--- src/mdm_pkg.sv ---
package mdm_pkg;

  // item field widths
  localparam int ROW_W  = 6;
  localparam int COL_W  = 6;
  localparam int KIND_W = 2;
  localparam int DIST_W = 8;
  localparam int CFG_W  = 7;

  // store geometry
  localparam int MAX_ROWS = 1 << ROW_W;
  localparam int MAX_COLS = 1 << COL_W;
  localparam int ADDR_W   = ROW_W + COL_W;
  localparam int DEPTH    = MAX_ROWS * MAX_COLS;

  // widths of used-area sizes and of a summed distance
  localparam int HSZ_W = ROW_W + 1;
  localparam int WSZ_W = COL_W + 1;
  localparam int SUM_W = ((ROW_W > COL_W) ? ROW_W : COL_W) + 1;

  // cell kinds
  localparam logic [KIND_W-1:0] KIND_EMPTY  = 2'd0;
  localparam logic [KIND_W-1:0] KIND_OWN    = 2'd1;
  localparam logic [KIND_W-1:0] KIND_TARGET = 2'd2;
  localparam logic [KIND_W-1:0] KIND_RSVD   = 2'd3;

  // item modes (in_tuser)
  localparam logic MODE_WRITE = 1'b0;
  localparam logic MODE_QUERY = 1'b1;

  // register indexes
  localparam logic CFG_IDX_HEIGHT = 1'b0;
  localparam logic CFG_IDX_WIDTH  = 1'b1;

  localparam logic [DIST_W-1:0] DIST_NONE = '1;
  localparam logic [DIST_W-1:0] DIST_SAT  = 8'd127;

  typedef struct packed {
    logic ram_we;
    logic latch_query;
    logic scan_init;
    logic scan_step;
    logic load_result;
  } mdm_cmd_t;

  typedef struct packed {
    logic area_miss;
    logic cell_occupied;
    logic scan_last;
  } mdm_sts_t;

endpackage

--- src/mdm_ctrl.sv ---
module mdm_ctrl import mdm_pkg::*; (
  input  logic     clk,
  input  logic     rst_n,
  input  logic     in_tvalid,
  output logic     in_tready,
  input  logic     in_mode,
  output logic     out_tvalid,
  input  logic     out_tready,
  input  mdm_sts_t sts,
  output mdm_cmd_t cmd
);

  typedef enum logic [2:0] {
    S_IDLE,
    S_CHECK,
    S_SCAN,
    S_DRAIN,
    S_FINISH
  } state_t;

  state_t state_r, state_nxt;
  logic   out_valid_r, out_valid_nxt;
  logic   accept;

  assign in_tready  = rst_n && (state_r == S_IDLE);
  assign accept     = in_tvalid && in_tready;
  assign out_tvalid = out_valid_r;

  always_comb begin
    state_nxt       = state_r;
    cmd             = '0;
    out_valid_nxt   = out_valid_r && !out_tready;
    unique case (state_r)
      S_IDLE: begin
        if (accept) begin
          if (in_mode == MODE_QUERY) begin
            cmd.latch_query = 1'b1;
            state_nxt       = S_CHECK;
          end else begin
            cmd.ram_we = 1'b1;
          end
        end
      end
      S_CHECK: begin
        // queried cell kind is on the ram output now
        cmd.scan_init = 1'b1;
        if (sts.area_miss || sts.cell_occupied) begin
          state_nxt = S_FINISH;
        end else begin
          state_nxt = S_SCAN;
        end
      end
      S_SCAN: begin
        cmd.scan_step = 1'b1;
        if (sts.scan_last) begin
          state_nxt = S_DRAIN;
        end
      end
      S_DRAIN: begin
        state_nxt = S_FINISH;
      end
      S_FINISH: begin
        if (!out_valid_r || out_tready) begin
          cmd.load_result = 1'b1;
          out_valid_nxt   = 1'b1;
          state_nxt       = S_IDLE;
        end
      end
      default: begin
        state_nxt = S_IDLE;
      end
    endcase
  end

  always_ff @(posedge clk) begin
    if (!rst_n) begin
      state_r     <= S_IDLE;
      out_valid_r <= 1'b0;
    end else begin
      state_r     <= state_nxt;
      out_valid_r <= out_valid_nxt;
    end
  end

  a_load_free: assert property (@(posedge clk) disable iff (!rst_n)
    cmd.load_result |-> (!out_valid_r || out_tready))
    else $error("result loaded over an untaken result");

  a_write_idle: assert property (@(posedge clk) disable iff (!rst_n)
    cmd.ram_we |-> (state_r == S_IDLE) && !cmd.scan_step)
    else $error("cell write outside idle");

  a_scan_end: assert property (@(posedge clk) disable iff (!rst_n)
    (state_r == S_SCAN) && sts.scan_last |=> (state_r == S_DRAIN))
    else $error("scan did not end after the last cell");

  a_query_result: assert property (@(posedge clk) disable iff (!rst_n)
    (state_r == S_CHECK) |=> (state_r == S_SCAN) || (state_r == S_FINISH))
    else $error("query check went astray");

endmodule

--- config.mk ---
export PLATFORM = sky130hd
export DESIGN_NAME = mdm_ctrl
export DESIGN_NICKNAME = d
export VERILOG_FILES = /design/src/mdm_pkg.sv /design/src/mdm_ctrl.sv
export SDC_FILE = /design/constraint.sdc
export NUM_CORES = 1
export LEC_CHECK = 0
export BUFFER_PORTS_ARGS = -buffer_cell sky130_fd_sc_hd__buf_2
export CAP_MARGIN = 10
export CORE_AREA = 2 2 39 41
export CTS_CLUSTER_SIZE = 10
export DETAILED_ROUTE_END_ITERATION = 8
export DIE_AREA = 0 0 41 43
export GPL_ROUTABILITY_DRIVEN = 0
export PLACE_DENSITY = 0.37
export SETUP_SLACK_MARGIN = 0.15
export SLEW_MARGIN = 40
export SYNTH_ARGS = -nofsm -noshare
export SYNTH_HDL_FRONTEND = slang
export SYNTH_SLANG_ARGS = --single-unit
--- constraint.sdc ---
create_clock -name clk -period 1.1 [get_ports clk]
set_input_delay 0.22 -clock clk [delete_from_list [all_inputs] [get_ports clk]]
set_output_delay 0.22 -clock clk [all_outputs]
set_load 0.05 [all_outputs]
==> impl_metrics.py <==
metrics = {
    "status": {
        "outcome": "finished, violations left",
        "violations": "negative setup slack",
    },
    "cts": {
        "htree_levels": 1,
        "cts.hold.buffers_added": 0,
        "clkSinkCount": 4,
        "clockBufferDepth": 2,
        "clkTransAtPathRegs_ns": 0.04,
        "numCtsBuffers": 3,
        "tritoncts": "built",
        "clkLatencyLatePin_ns": 0.25,
        "cts_root_buf": "clkbuf_4",
    },
    "synthesis": {
        "syn-cell-area_um2": 235,
        "ys_seq_area_share_pct": 34.0,
        "ys_seq_elements": 4,
        "synthXorXnorAreaFrac_pct": 0,
        "syn_avg_cell_area_um2": 8.40,
        "synth_cells": 28,
        "yosys.area_share.adder_pct": 0,
        "yosys-mux-area-fraction_pct": 0,
        "yosysWarnings": 0,
        "synth-simple-area-share_pct": 45.7,
        "synth_nets": 36,
        "synth_top_family_by_area": "simple AND/OR/NAND/NOR gates",
        "synth_cell_type_count": 14,
        "synth-compound-area-share_pct": 17.0,
    },
    "hold_path": {
        "hold_depth": 3,
        "hp-class": "primary input to flop",
    },
    "layout": {
        "multi_input_area_um2": 244,
        "diodes": 0,
        "mostFrequentLayoutCells": "buf_6 (9), buf_2 (8), buf_4 (7)",
        "drive_gt1_share_pct": 86.0,
        "final_cell_count_no_fill": 73,
        "seq_area_um2": 90.1,
        "final_nets": 66,
        "syn_to_final_growth_pct": 155,
        "final_common_cell": "buf_6",
        "design_area_um2": 599,
        "fillers": 140,
    },
    "placed_design": {
        "place_area_um2": 434,
        "place_inst": 67,
        "dp_hpwl_um": 568,
        "io_buffers": 14,
    },
    "routing": {
        "dr.pass1.iters": 2,
        "route.detailed.drc": 0,
        "drt_iter0_markers": 2,
        "vias_per_cell": 4.37,
        "wl_per_cell_um": 12.3,
        "wl_um": 901,
        "via_count": 319,
        "antenna_left": 0,
    },
    "timing": {
        "setup_viol": 7,
        "slew_headroom_pct": 84.0,
        "timing.final.ws_setup_ns": -0.385,
        "holdWs_ns": 0.272,
        "post-route-min-period_ns": 1.48,
        "slew_violations": 0,
        "finalHoldViolCount": 0,
        "rsz0062_at_grt": "yes",
        "fin_worst_skew_ns": 0.0142,
        "period_share_pct": 135,
        "tns_ns": -1.83,
        "worst_pin_slew_ns": 0.239,
        "max_freq_ghz": 0.674,
    },
    "global_route": {
        "grt.total_usage_pct": 14.2,
        "overflow": 0,
        "grt_max_degree": 7,
        "antenna_found_initial": 0,
        "grt_pass1_wl_mm": 1.59,
        "first_global_vias": 360,
    },
    "setup_path": {
        "cp_max_fo": 3,
        "worstSetupPathType": "flop to output pin",
        "cp_data_arrival_time_ns": 1.26,
        "cp-start-kind": "flop",
        "end_kind": "output pin",
        "reg2regPathDepth": 4,
        "required_ns": 0.88,
    },
    "floorplanning": {
        "die_h_um": 43,
        "core_area_um2": 1380,
        "ioPinCount": 15,
        "die-area_um2": 1760,
        "core.rowCount": 14,
        "initial_core_util_pct": 17.0,
        "die_width_um": 41,
    },
    "run": {
        "maxCapViolCount": 0,
    },
    "power_and_ir_drop": {
        "ir_drop_uv": 541,
        "p_leak_nw": 0.241,
        "cellPowerDensity_nw_per_um2": 908,
    },
}
==> per-stage QoR <==
step                      power [mW]  utilization, %  setup WS (ns)
final                          0.544            43.3         -0.385
after global routing           0.570            43.3         -0.476
after CTS                      0.549            43.3         -0.404
after detailed placement       0.291            31.4         -0.236
after global placement         0.291            31.4         -0.226
after floorplan                0.238               -         -0.704
==> cell type report <==
cell class / count / share of cell area, %
Inverter: 2 / 1.67
Sequential cell: 4 / 15.0
Clock buffer: 4 / 4.38
Timing Repair Buffer: 25 / 34.9
Multi-Input combinational cell: 22 / 40.7
Tap cell: 16 / 3.34
==> worst max-delay path, cell delays in order, from the launching register on <==
cell,delay (ns)
dfxtp_2,0.32
nor4b_4,0.30
nand2_1,0.13
nor2_4,0.12
buf_6,0.16
==> final timing paths <==
check / from / endpoint / slack (ns)
setup / recovery: state_r[1]$_SDFFE_PN0P_ / cmd[4] / -0.38
hold / removal: sts[0] / state_r[0]$_SDFFE_PN0P_ / 0.27
setup reg to reg: state_r[2]$_SDFFE_PN0P_ / state_r[0]$_SDFFE_PN0P_ / -0.02
hold reg to reg: state_r[0]$_SDFFE_PN0P_ / state_r[0]$_SDFFE_PN0P_ / 0.57
==> repair_timing <==
item	CTS	global route
gates resized for setup	32	0
setup buffers	2	0
endpoints found under the hold margin	0	0
setup endpoints to repair	11	11
pin swaps	5	2
==> sequential cells by signal, summed over array words and instances, names as in the netlist <==
signal	cells
out_tvalid	1
state_r	3
==> where the power goes <==
part / internal (mW) / switching (mW)
Sequential: 0.147 / 0.00624
Clock: 0.137 / 0.0767
Combinational: 0.0792 / 0.0977
==> cells in the mapped netlist <==
library cell  count  area [um^2]
and3_1            1         6.26
nor3_1            2         10.0
nand2b_4          1         13.8
a31oi_1           1         6.26
nor2b_1           2         12.5
a21oi_1           2         10.0
nand2_1           5         18.8
inv_1             2         7.51
nand3b_1          1         7.51
o32ai_1           1         8.76
nor2_1            4         15.0
dfxtp_1           4         80.1
a2111oi_2         1         15.0
nor4b_4           1         23.8
==> cells by family after synthesis <==
family,after synthesis
AOI/OAI and AO/OA,5
buffers and inverters,2
DFF,4
and+or+nand+nor,17
==> layer usage <==
layer | track usage, % | share of wire [%] | vias to the layer above
li1 | - | - | 156
met1 | 14.5 | 35 | 146
met2 | 23.4 | 57 | 15
met3 | 6.28 | 5.9 | 2
met4 | 6.00 | 1.3 | 0
met5 | 0 | 0 | -
Power figures use the tool's default switching activity.
